===== src/sv/slstat_pkg.sv =====
// ----------------------------------------------------------------------------
// Sensor log statistics package
// Sizes, register indexes, reset values and sequencer states of the block.
// ----------------------------------------------------------------------------
package slstat_pkg;

  localparam int HISTORY_DEPTH = 32;
  localparam int IDX_W         = $clog2(HISTORY_DEPTH);
  localparam int CNT_W         = $clog2(HISTORY_DEPTH + 1);
  localparam int ENTRY_W       = 16;

  localparam int TREND_SPAN    = 6;
  localparam int TREND_HALF    = 3;
  localparam int FORECAST_SPAN = 5;
  localparam int FCNT_W        = 3;
  // Five bytes summed need eleven bits.
  localparam int SUM_W         = 11;
  localparam int STEP_W        = $clog2(SUM_W);

  localparam int CFG_IDX_W     = 3;
  localparam int CFG_DATA_W    = 16;

  localparam logic [15:0] RST_STORE_INTERVAL = 16'd10;
  localparam logic [7:0]  RST_COLD_BELOW     = 8'd20;
  localparam logic [7:0]  RST_HOT_ABOVE      = 8'd28;
  localparam logic [7:0]  RST_DRY_BELOW      = 8'd40;
  localparam logic [7:0]  RST_HUMID_ABOVE    = 8'd70;
  localparam logic [9:0]  RST_TREND_LIMIT    = 10'd6;

  typedef enum logic [CFG_IDX_W-1:0] {
    CFG_STORE_INTERVAL = 3'd0,
    CFG_COLD_BELOW     = 3'd1,
    CFG_HOT_ABOVE      = 3'd2,
    CFG_DRY_BELOW      = 3'd3,
    CFG_HUMID_ABOVE    = 3'd4,
    CFG_TREND_LIMIT    = 3'd5
  } cfg_index_t;

  typedef enum logic [2:0] {
    ST_IDLE,
    ST_STORE,
    ST_GATHER,
    ST_DIVIDE,
    ST_SCAN,
    ST_MASK,
    ST_RESULT
  } state_t;

endpackage


===== src/sv/slstat_ram.sv =====
// ----------------------------------------------------------------------------
// Generic RAM
// One write port and one read port, read data registered.
// ----------------------------------------------------------------------------
module slstat_ram #(
  parameter int WIDTH = 16,
  parameter int DEPTH = 32
) (
  input  logic                     clk,
  input  logic                     we,
  input  logic [$clog2(DEPTH)-1:0] waddr,
  input  logic [WIDTH-1:0]         wdata,
  input  logic [$clog2(DEPTH)-1:0] raddr,
  output logic [WIDTH-1:0]         rdata
);

  logic [WIDTH-1:0] mem [DEPTH];

  always_ff @(posedge clk) begin
    if (we) begin
      mem[waddr] <= wdata;
    end
    rdata <= mem[raddr];
  end

endmodule


===== src/sv/sensor_log_statistics.sv =====
// ----------------------------------------------------------------------------
// Sensor log statistics
// Threshold indicators and a logged history of temperature and humidity.
// ----------------------------------------------------------------------------
// Usage: one reading arrives per transfer on the sample channel (read_ok,
// temperature, humidity, qualified by sample_valid and sample_stall). Each
// reading gives exactly one transfer on the result channel. Configuration
// registers are written through cfg_write, cfg_index and cfg_data while the
// block is idle.
// A reading that is not stored passes the mask state before its result is
// offered. A stored reading runs the shared unit through a write, a gather
// of the newest six entries, the divider steps for the two forecasts, a scan
// of the stored entries for the extremes and the mask, in that order. The
// shared unit uses the single history memory port and takes one divider
// step per cycle.
// sample_stall is high from a transfer until its result has been taken, so
// the block holds one reading at a time. While result_stall is high the
// result stays valid and unchanged. Reset clears the counters and the held
// statistics and loads the configuration defaults; the history memory is not cleared.
// ----------------------------------------------------------------------------
module sensor_log_statistics
  import slstat_pkg::*;
(
  input  logic                  clk,
  input  logic                  rst,
  input  logic                  cfg_write,
  input  logic [CFG_IDX_W-1:0]  cfg_index,
  input  logic [CFG_DATA_W-1:0] cfg_data,
  input  logic                  sample_valid,
  output logic                  sample_stall,
  input  logic                  read_ok,
  input  logic [7:0]            temperature,
  input  logic [7:0]            humidity,
  output logic                  result_valid,
  input  logic                  result_stall,
  output logic [5:0]            led_mask,
  output logic signed [10:0]    trend_diff,
  output logic [7:0]            forecast_temp,
  output logic [7:0]            forecast_hum,
  output logic [7:0]            temp_low,
  output logic [7:0]            temp_high,
  output logic [7:0]            hum_low,
  output logic [7:0]            hum_high,
  output logic [5:0]            entries_stored
);

  localparam logic [IDX_W:0] DEPTH_X = (IDX_W + 1)'(HISTORY_DEPTH);

  state_t state, state_next;

  // Configuration registers.
  logic [15:0] store_interval;
  logic [7:0]  cold_below, hot_above, dry_below, humid_above;
  logic [9:0]  trend_limit;

  // Logging state.
  logic [15:0]      good_read_count;
  logic [IDX_W-1:0] write_slot;
  logic [CNT_W-1:0] valid_count;

  // The reading under work.
  logic       cur_ok;
  logic [7:0] cur_temp, cur_hum;

  // Read sequencing: issue_cnt walks the reads, rd_vld and rd_k are registered
  // so that they line up with the registered memory output.
  logic [CNT_W-1:0] issue_cnt, rd_k, rd_total;
  logic             rd_vld, rd_issue, walk_done;

  // Accumulators and divider.
  logic [SUM_W-1:0]   sum_t, sum_h;
  logic signed [10:0] trend_acc;
  logic [SUM_W-1:0]   div_q, div_q_next;
  logic [2:0]         div_rem, div_rem_next;
  logic [3:0]         div_trial;
  logic [STEP_W-1:0]  div_step;
  logic               div_hum, div_ge;
  logic [FCNT_W-1:0]  fcount;
  logic               trend_on;

  // Memory ports.
  logic               ram_we;
  logic [IDX_W-1:0]   ram_raddr;
  logic [ENTRY_W-1:0] ram_q;
  logic [IDX_W:0]     slot_ext;

  // Sample transfer decode.
  logic [15:0] cnt_inc;
  logic        store_hit;
  logic [10:0] trend_mag;

  logic signed [10:0] held_trend;

  assign sample_stall   = (state != ST_IDLE);
  assign trend_diff     = held_trend;
  assign entries_stored = 6'(valid_count);

  assign cnt_inc   = good_read_count + 16'd1;
  assign store_hit = read_ok && (cnt_inc >= store_interval);

  assign trend_on = (valid_count >= CNT_W'(TREND_SPAN));
  assign fcount   = (valid_count >= CNT_W'(FORECAST_SPAN)) ? FCNT_W'(FORECAST_SPAN)
                                                           : FCNT_W'(valid_count);

  // The gather pass reads six entries once six are stored, else all of them.
  assign rd_total  = (state == ST_SCAN) ? valid_count
                   : (trend_on ? CNT_W'(TREND_SPAN) : valid_count);
  assign walk_done = (issue_cnt == rd_total) && !rd_vld;

  // Slot of the k-th newest entry, k taken from the issue counter.
  assign slot_ext = {1'b0, write_slot} + DEPTH_X - (IDX_W + 1)'(1)
                  - (IDX_W + 1)'(issue_cnt);

  // One restoring divider step: the forecast count is the divisor.
  assign div_trial    = {div_rem, div_q[SUM_W-1]};
  assign div_ge       = (div_trial >= {1'b0, fcount});
  assign div_rem_next = div_ge ? 3'(div_trial - {1'b0, fcount}) : div_trial[2:0];
  assign div_q_next   = {div_q[SUM_W-2:0], div_ge};

  assign trend_mag = held_trend[10] ? 11'(-held_trend) : held_trend;

  always_ff @(posedge clk) begin
    if (rst) begin
      state <= ST_IDLE;
    end else begin
      state <= state_next;
    end
  end

  always_comb begin
    state_next = state;
    ram_we     = 1'b0;
    rd_issue   = 1'b0;
    ram_raddr  = issue_cnt[IDX_W-1:0];
    case (state)
      ST_IDLE: begin
        if (sample_valid) begin
          state_next = store_hit ? ST_STORE : ST_MASK;
        end
      end
      ST_STORE: begin
        ram_we     = 1'b1;
        state_next = ST_GATHER;
      end
      ST_GATHER: begin
        ram_raddr = (slot_ext >= DEPTH_X) ? IDX_W'(slot_ext - DEPTH_X)
                                          : slot_ext[IDX_W-1:0];
        rd_issue  = (issue_cnt != rd_total);
        if (walk_done) begin
          state_next = ST_DIVIDE;
        end
      end
      ST_DIVIDE: begin
        if (div_hum && (div_step == STEP_W'(SUM_W - 1))) begin
          state_next = ST_SCAN;
        end
      end
      ST_SCAN: begin
        rd_issue = (issue_cnt != rd_total);
        if (walk_done) begin
          state_next = ST_MASK;
        end
      end
      ST_MASK: begin
        state_next = ST_RESULT;
      end
      ST_RESULT: begin
        if (!result_stall) begin
          state_next = ST_IDLE;
        end
      end
      default: begin
        state_next = ST_IDLE;
      end
    endcase
  end

  // Configuration writes.
  always_ff @(posedge clk) begin
    if (rst) begin
      store_interval <= RST_STORE_INTERVAL;
      cold_below     <= RST_COLD_BELOW;
      hot_above      <= RST_HOT_ABOVE;
      dry_below      <= RST_DRY_BELOW;
      humid_above    <= RST_HUMID_ABOVE;
      trend_limit    <= RST_TREND_LIMIT;
    end else if (cfg_write) begin
      case (cfg_index)
        CFG_STORE_INTERVAL: store_interval <= cfg_data;
        CFG_COLD_BELOW:     cold_below     <= cfg_data[7:0];
        CFG_HOT_ABOVE:      hot_above      <= cfg_data[7:0];
        CFG_DRY_BELOW:      dry_below      <= cfg_data[7:0];
        CFG_HUMID_ABOVE:    humid_above    <= cfg_data[7:0];
        CFG_TREND_LIMIT:    trend_limit    <= cfg_data[9:0];
        default: begin
        end
      endcase
    end
  end

  // Control state of the history and the result channel.
  always_ff @(posedge clk) begin
    if (rst) begin
      good_read_count <= '0;
      write_slot      <= '0;
      valid_count     <= '0;
      held_trend      <= '0;
      forecast_temp   <= '0;
      forecast_hum    <= '0;
      temp_low        <= '0;
      temp_high       <= '0;
      hum_low         <= '0;
      hum_high        <= '0;
      result_valid    <= 1'b0;
      rd_vld          <= 1'b0;
    end else begin
      rd_vld <= rd_issue;
      if (state == ST_IDLE && sample_valid && read_ok) begin
        good_read_count <= store_hit ? 16'd0 : cnt_inc;
      end
      if (state == ST_STORE) begin
        write_slot <= (write_slot == IDX_W'(HISTORY_DEPTH - 1)) ? '0
                                                                : write_slot + 1'b1;
        if (valid_count != CNT_W'(HISTORY_DEPTH)) begin
          valid_count <= valid_count + 1'b1;
        end
      end
      if (state == ST_GATHER && walk_done) begin
        held_trend <= trend_acc;
      end
      if (state == ST_DIVIDE && div_step == STEP_W'(SUM_W - 1)) begin
        if (div_hum) begin
          forecast_hum <= div_q_next[7:0];
        end else begin
          forecast_temp <= div_q_next[7:0];
        end
      end
      if (state == ST_SCAN && rd_vld) begin
        if (rd_k == '0) begin
          temp_low  <= ram_q[7:0];
          temp_high <= ram_q[7:0];
          hum_low   <= ram_q[15:8];
          hum_high  <= ram_q[15:8];
        end else begin
          if (ram_q[7:0] < temp_low)   temp_low  <= ram_q[7:0];
          if (ram_q[7:0] > temp_high)  temp_high <= ram_q[7:0];
          if (ram_q[15:8] < hum_low)   hum_low   <= ram_q[15:8];
          if (ram_q[15:8] > hum_high)  hum_high  <= ram_q[15:8];
        end
      end
      if (state == ST_MASK) begin
        result_valid <= 1'b1;
      end else if (state == ST_RESULT && !result_stall) begin
        result_valid <= 1'b0;
      end
    end
  end

  // Working registers of the shared unit; no reset needed.
  always_ff @(posedge clk) begin
    rd_k      <= issue_cnt;
    issue_cnt <= issue_cnt + CNT_W'(rd_issue);
    case (state)
      ST_IDLE: begin
        cur_ok   <= read_ok;
        cur_temp <= temperature;
        cur_hum  <= humidity;
      end
      ST_STORE: begin
        issue_cnt <= '0;
        sum_t     <= '0;
        sum_h     <= '0;
        trend_acc <= '0;
      end
      ST_GATHER: begin
        if (rd_vld) begin
          if (rd_k < CNT_W'(fcount)) begin
            sum_t <= sum_t + SUM_W'(ram_q[7:0]);
            sum_h <= sum_h + SUM_W'(ram_q[15:8]);
          end
          if (trend_on) begin
            if (rd_k < CNT_W'(TREND_HALF)) begin
              trend_acc <= trend_acc + $signed({3'b000, ram_q[7:0]});
            end else begin
              trend_acc <= trend_acc - $signed({3'b000, ram_q[7:0]});
            end
          end
        end
        if (walk_done) begin
          div_q    <= sum_t;
          div_rem  <= '0;
          div_step <= '0;
          div_hum  <= 1'b0;
        end
      end
      ST_DIVIDE: begin
        issue_cnt <= '0;
        if (div_step == STEP_W'(SUM_W - 1)) begin
          div_q    <= sum_h;
          div_rem  <= '0;
          div_step <= '0;
          div_hum  <= 1'b1;
        end else begin
          div_q    <= div_q_next;
          div_rem  <= div_rem_next;
          div_step <= div_step + 1'b1;
        end
      end
      ST_MASK: begin
        if (cur_ok) begin
          led_mask[0] <= (cur_temp < cold_below);
          led_mask[1] <= (cur_temp >= cold_below) && (cur_temp <= hot_above);
          led_mask[2] <= (cur_temp > hot_above);
          led_mask[3] <= (cur_hum < dry_below);
          led_mask[4] <= (cur_hum > humid_above);
          led_mask[5] <= (trend_mag > {1'b0, trend_limit});
        end else begin
          led_mask <= '0;
        end
      end
      default: begin
      end
    endcase
  end

  slstat_ram #(
    .WIDTH(ENTRY_W),
    .DEPTH(HISTORY_DEPTH)
  ) u_history (
    .clk  (clk),
    .we   (ram_we),
    .waddr(write_slot),
    .wdata({cur_hum, cur_temp}),
    .raddr(ram_raddr),
    .rdata(ram_q)
  );

endmodule


===== config.mk =====
export PLATFORM = sky130hd
export DESIGN_NAME = sensor_log_statistics
export DESIGN_NICKNAME = d
export VERILOG_FILES = /design/src/sv/slstat_pkg.sv /design/src/sv/slstat_ram.sv /design/src/sv/sensor_log_statistics.sv
export SDC_FILE = /design/constraint.sdc
export NUM_CORES = 1
export LEC_CHECK = 0
export ABC_AREA = 1
export BUFFER_PORTS_ARGS = -buffer_cell sky130_fd_sc_hd__clkbuf_2
export CAP_MARGIN = 20
export CORE_MARGIN = 2
export CORE_UTILIZATION = 50
export DETAILED_ROUTE_END_ITERATION = 10
export HOLD_SLACK_MARGIN = 0.05
export PLACE_DENSITY = 0.69
export SLEW_MARGIN = 20
export SYNTH_ARGS = -nofsm -noshare
export SYNTH_HDL_FRONTEND = slang
export SYNTH_SLANG_ARGS = --single-unit

===== constraint.sdc =====
create_clock -name clk -period 3.1 [get_ports clk]
set_input_delay 0.155 -clock clk [delete_from_list [all_inputs] [get_ports clk]]
set_output_delay 0.155 -clock clk [all_outputs]
set_load 0.02 [all_outputs]

==> results.ini, run 1 <==
[logic_synthesis]
synth_area_per_cell_um2=10.0
syn_inst=3416
synthArstFlopShare_pct=0
synth_flop_cell=edfxtp_1
yosysMostFrequentCell=nand2_1
synth_top_cell_by_area=edfxtp_1
synth-edff-count=587
yosys_warnings=0
netlist.area_leader.share_pct=51.4
synth.distinct_cells=50
synth_common_cells=618 x nand2_1, 587 x edfxtp_1, 490 x nor2_1, 301 x inv_1, 288 x o21ai_0
ys_seq_area_share_pct=61.7
synth_area_leaders=edfxtp_1 51%, dfxtp_1 10%, nand2_1 6.8%
syn_nets=3600
syn_area_mm2=0.0343
ys_seq_elements=764

[setup_path]
reg2regPathDepth=19
required_ps=3640
startpoint_type=flip-flop
path_cells=inv_1, nor2_2, nand2_1, nor2_1, nand2_1, nor2_2, buf_4, nand4_1, xor2_1, inv_1, ha_1, a21oi_1, o21ai_0, a21oi_1, nand3_2, nor2_4, buf_12, nand2_1, a21oi_1
crit_cells=19
criticalPathCategory=reg -> reg
cp.arrival_ps=3390
rrSetupSlack_ps=260
critPathCaptureType=flip-flop
slowest_delay_ps=330
critical_path_buf_inv_count=4
r2r_start=good_read_count[0]
slowest_stage=dfxtp_1
critPathTopFamily=simple AND/OR/NAND/NOR gates
timing.rr.end=good_read_count[2]
critPathMaxFanout=16

[timing]
worst_pin_slew_ps=943
finalWorstSetupSlack_ps=255
hold_viol=0
min_period_over_period_pct=91.8
period_minus_slack_ps=2840
fin_skew_ps=25.3
max_freq_ghz=0.352
setup_viol=0
finalMaxSlewViolations=0
slew-limit-headroom_pct=37.1

[clock_tree]
cts.path.max_buffers=3
cts_buffers=81
clk_pin_slew_ps=60
cts_sinks=764
cts_tree=built
h-tree-depth=3
root_buffer=clkbuf_16
clock_latency_ps=640

[pwr]
power.share.clock_pct=26.5
ir_drop_uv=759
p_leak_nw=15.6
seqPwrFrac_pct=35.0
comb_power_share_pct=38.6
p_sw_share_pct=38.6
powerDensity_mw_per_mm2=945
finalPower_w=0.0377
power.switching_w=0.0146
intPower_w=0.0232

[detailed_routing]
viasPerCell=5.45
vias=25100
drcViolationCount=0
drt-wirelength-per-cell_um=19.2
drt_pass1_iterations=5
drtAntennaViolNets=0
routed_wl_um=88300
drt_iter0_drc=2361

[worst_hold_path]
hold_depth=4
hold_start=rst
holdCritPathClass=in -> reg
hold_path_end=temp_low[2]

[floorplanning]
core_mm2=0.0682
die_area_mm2=0.0707
chipWidth_um=266
die_h_um=266
io_pins=114
num_rows=96
start_util_pct=50.3

[placement]
pre_cts_slack_ps=-380
dpl.hpwl_um=56100
finalWeightedCongestion=0.855
numPortBuffers=113

[finish]
nets=3841
n_antenna_cell=0
drive_gt1_share_pct=11.0
synthToLayoutAreaGrowth_pct=16.4
n_fill_cell=5690

[global_routing]
grt_pass1_vias=23900
grt_max_degree=100
grt-ovfl-total=0
antenna_found_initial=1
grtUsageTotal_pct=25.1
grt_pass1_wl_um=136000

[run]
max_cap_viol_count=0

[status]
run_status=complete, no violations

per-stage QoR:
step	instance area, µm²	setup TNS, ps	instances	utilization, %	hold WS [ps]
final	39900	0	4606	58.5	101
after global routing	39900	-87.4	4606	58.5	110
after CTS	39900	0	4605	58.4	65.2
after detailed placement	36700	-4810	4412	53.7	334
after global placement	36700	-4030	4412	53.7	333
after floorplan	34300	0	3416	-	254
final cells by class:
type,instances,area (µm²),share of cell area (%)
sequential,764,21200,53.0
multi-input combinational,2201,11400,28.6
clock buffer,118,2330,5.83
timing repair buffer,302,2300,5.75
inverter,307,1160,2.91
tap,882,1100,2.76
clock inverter,32,437,1.09
placed cells by master, fill, tap and decap left out, types with 10 or more instances in the layout:
cell             n
nand4_1         10
nor3_1          25
inv_1          301
nand2_1        617
clkbuf_8        12
o211ai_1        99
ha_1           138
o21ai_1         26
dlygate4sd3_1   43
o21ai_0        287
clkbuf_2       113
buf_12          16
buf_4          129
nor2_1         485
clkinv_1        10
dfxtp_1        177
clkbuf_1        23
a21oi_1        203
nand3_1        193
clkbuf_16       83
xor2_1          28
edfxtp_1       587
state kept, by name (all words and copies together) (netlist names), 8 cells and up:
| register | flops |
|---|---|
| u_history.rdata | 16 |
| trend_acc | 11 |
| good_read_count | 16 |
| humid_above | 8 |
| hot_above | 8 |
| cold_below | 8 |
| cur_hum | 8 |
| temp_low | 8 |
| forecast_temp | 8 |
| dry_below | 8 |
| hum_high | 8 |
| forecast_hum | 8 |
| hum_low | 8 |
| sum_t | 11 |
| trend_limit | 10 |
| u_history.mem | 512 |
| cur_temp | 8 |
| div_q | 11 |
| sum_h | 11 |
| store_interval | 16 |
| trend_diff | 11 |
| temp_high | 8 |
power by group through the flow:
stage	Clock [W]	Sequential, W	Combinational, W
floorplan	0	0.0135	0.00912
global placement	0	0.0134	0.0141
detailed placement	0	0.0134	0.0143
CTS	0.0101	0.0132	0.0145
global route	0.0105	0.0133	0.0163
finish	0.00998	0.0132	0.0145
worst register-to-register path, delay by kind of cell, from the launching register on:
kind	cells	cell delay, ps
AOI/OAI and AO/OA	4	540
DFF	1	330
and+or+nand+nor	9	960
buffers and inverters	4	460
adders and majority gates	1	300
xor gates and xnor gates	1	150
how the worst max path moves through the flow:
stage                       start                   end  slack, ps
6_report       good_read_count[0]    good_read_count[2]        260
5_1_grt        good_read_count[0]    good_read_count[8]        -20
4_1_cts        good_read_count[0]              state[2]         60
3_5_place_dp   good_read_count[0]    good_read_count[2]       -380
3_3_place_gp   good_read_count[0]    good_read_count[9]       -260
2_1_floorplan            state[0]  u_history.mem[31][0]          1
repair_timing:
item	CTS	global route
pin swaps	0	2
resized for setup	2	9
endpoints found under the setup margin	16	39
endpoints found under the hold margin	94	0
hold buffers	43	0
buffers inserted	0	1
kinds of logic (layout without fill, tap and decap cells):
| group | after synthesis | after routing | share of synthesized area, % |
|---|---|---|---|
| XOR/XNOR | 37 | 37 | 0.945 |
| AO/OA/AOI/OAI | 657 | 657 | 10.6 |
| flip-flops | 764 | 764 | 61.7 |
| buffers and inverters | 451 | 759 | 5.24 |
| AND/OR/NAND/NOR | 1364 | 1364 | 16.1 |
| adder cells (fa/ha/maj) | 143 | 143 | 5.33 |
routing by layer:
layer / GRT usage (%) / up-vias / share of wire, %
met2: 40.1 / 869 / 46
met4: 10.7 / 0 / 4.1
li1: - / 12200 / -
met5: 0 / - / 0
met3: 3.44 / 182 / 6.5
met1: 34.6 / 11800 / 43
Power figures use the tool's default switching activity.
==> run 2, diff against run 1 <==
--- a/config.mk
+++ b/config.mk
@@ -8,6 +8,7 @@
 export ABC_AREA = 1
 export BUFFER_PORTS_ARGS = -buffer_cell sky130_fd_sc_hd__clkbuf_2
 export CAP_MARGIN = 20
+export CORE_ASPECT_RATIO = 1.5
 export CORE_MARGIN = 2
 export CORE_UTILIZATION = 50
 export DETAILED_ROUTE_END_ITERATION = 10
==> results.ini, run 2 (synthesis results as in run 1) <==
[status]
run_status=complete, no violations

[timing]
setup_viol=0
finalWorstSetupSlack_ps=235
finalMaxSlewViolations=0
slew-limit-headroom_pct=48.8
min_period_over_period_pct=92.4
rsz0062_at_grt=no
period_minus_slack_ps=2860
max_freq_ghz=0.349
fin_tns_setup_ps=0
hold_viol=0
worst_pin_slew_ps=769
fin_skew_ps=25.2
timing.hold.ws_ps=120

[detailed_routing]
drt_iter0_drc=2024
viasPerCell=5.50
drtAntennaViolNets=0
drcViolationCount=0
routed_wl_um=87000
drt-wirelength-per-cell_um=19.0
vias=25100
drt_pass1_iterations=5

[run]
max_cap_viol_count=0

[pwr]
p_leak_nw=15.2
power.share.clock_pct=23.1
comb_power_share_pct=40.4
powerDensity_mw_per_mm2=919
seqPwrFrac_pct=36.5
power.switching_w=0.0144
intPower_w=0.0216
ir_drop_uv=855
p_sw_share_pct=40.0

[placement]
numPortBuffers=113
finalWeightedCongestion=0.903
pre_cts_slack_ps=-373
dpl.hpwl_um=55000
placed_cells=4398

[setup_path]
startpoint_type=flip-flop
critPathMaxFanout=22
required_ps=3380
path_cells=inv_1, ha_1, o21ai_0, nand2_1, nor2_1, inv_1, ha_1, a21oi_1, o2111ai_1, a21oi_2, buf_4
criticalPathCategory=reg -> reg
cp.arrival_ps=3150
slowest_stage=dfxtp_1
slowest_delay_ps=480
critPathCaptureType=flip-flop

[floorplanning]
start_util_pct=50.5
io_pins=114
die_area_mm2=0.0707
chipWidth_um=218
die_h_um=325
num_rows=117
core_mm2=0.0679

[finish]
n_antenna_cell=0
mostFrequentLayoutCell=nand2_1
instances_no_fill=4570
largest_reg_flops=512
drive_gt1_share_pct=9.92
utilization_pct=57.6
nets=3808
synthToLayoutAreaGrowth_pct=14.2
largest-register=u_history.mem
final_cell_mix=618 x nand2_1, 587 x edfxtp_1, 485 x nor2_1, 301 x inv_1, 287 x o21ai_0

[global_routing]
grt-ovfl-total=0
grtUsageTotal_pct=24.4
antenna_found_initial=0
grt_pass1_wl_um=132000
grt_max_degree=112
grt_pass1_vias=23800

[clock_tree]
cts.path.max_buffers=3
root_buffer=clkbuf_16
h-tree-depth=3
cts_buffers=71
clock_latency_ps=620
cts_tree=built
cts_sinks=764
clk_pin_slew_ps=60

[worst_hold_path]
holdCritPathClass=in -> reg

## run 2: power groups by stage
| stage | clock [W] | sequential, W | combinational [W] |
|---|---|---|---|
| finish | 0.00833 | 0.0131 | 0.0145 |
| global route | 0.00884 | 0.0132 | 0.0162 |
| global placement | 0 | 0.0133 | 0.0142 |
| CTS | 0.00844 | 0.0131 | 0.0145 |
| floorplan | 0 | 0.0135 | 0.00912 |
| detailed placement | 0 | 0.0134 | 0.0144 |
## run 2: timing repair
item                                    in CTS  in global routing
hold endpoints to repair                    79                  0
endpoints found under the setup margin      16                 19
resized for setup                            3                  8
buffers inserted                             0                  1
hold buffers                                44                  0
pin swaps                                    0                  2
## run 2: layout make-up
type                       count  area, µm²
multi-input combinational   2201      11400
clock inverter                38        274
inverter                     307       1160
clock buffer                  89       1900
fill                        5646      28800
timing repair buffer         279       2100
sequential                   764      21200
tap                          892       1120
## run 2: worst paths after layout
kind | start | end | slack (ps) | cells after the start
worst min register to register | issue_cnt[3] | rd_k[3] | 390 | 0
worst min-delay path | rst | rd_vld | 120 | 3
worst max-delay path | entries_stored[1] | sum_h[3] | 240 | 11
worst max register to register | entries_stored[1] | sum_h[3] | 240 | 11
## run 2: per-stage QoR
step / total power, W / cell area (µm²)
4_1_cts: 0.0361 / 39100
6_report: 0.0360 / 39200
2_1_floorplan: 0.0226 / 34300
5_1_grt: 0.0382 / 39200
3_3_place_gp: 0.0275 / 36500
3_5_place_dp: 0.0277 / 36500
## run 2: per-layer routing
metal	global-route usage, %	vias up	wire length (µm)
li1	-	12100	-
met1	29.1	12100	34200
met2	43.6	732	44800
met3	2.91	168	4400
met4	11.2	0	3630
met5	0	-	0
## run 2: worst max-delay path, delay by kind of cell (launching register included)
kind / cells / cell delay, ps
AND/OR/NAND/NOR: 2 / 310
flip-flops: 1 / 480
adder cells (fa/ha/maj): 2 / 480
AO/OA/AOI/OAI: 4 / 660
buffers and inverters: 3 / 590
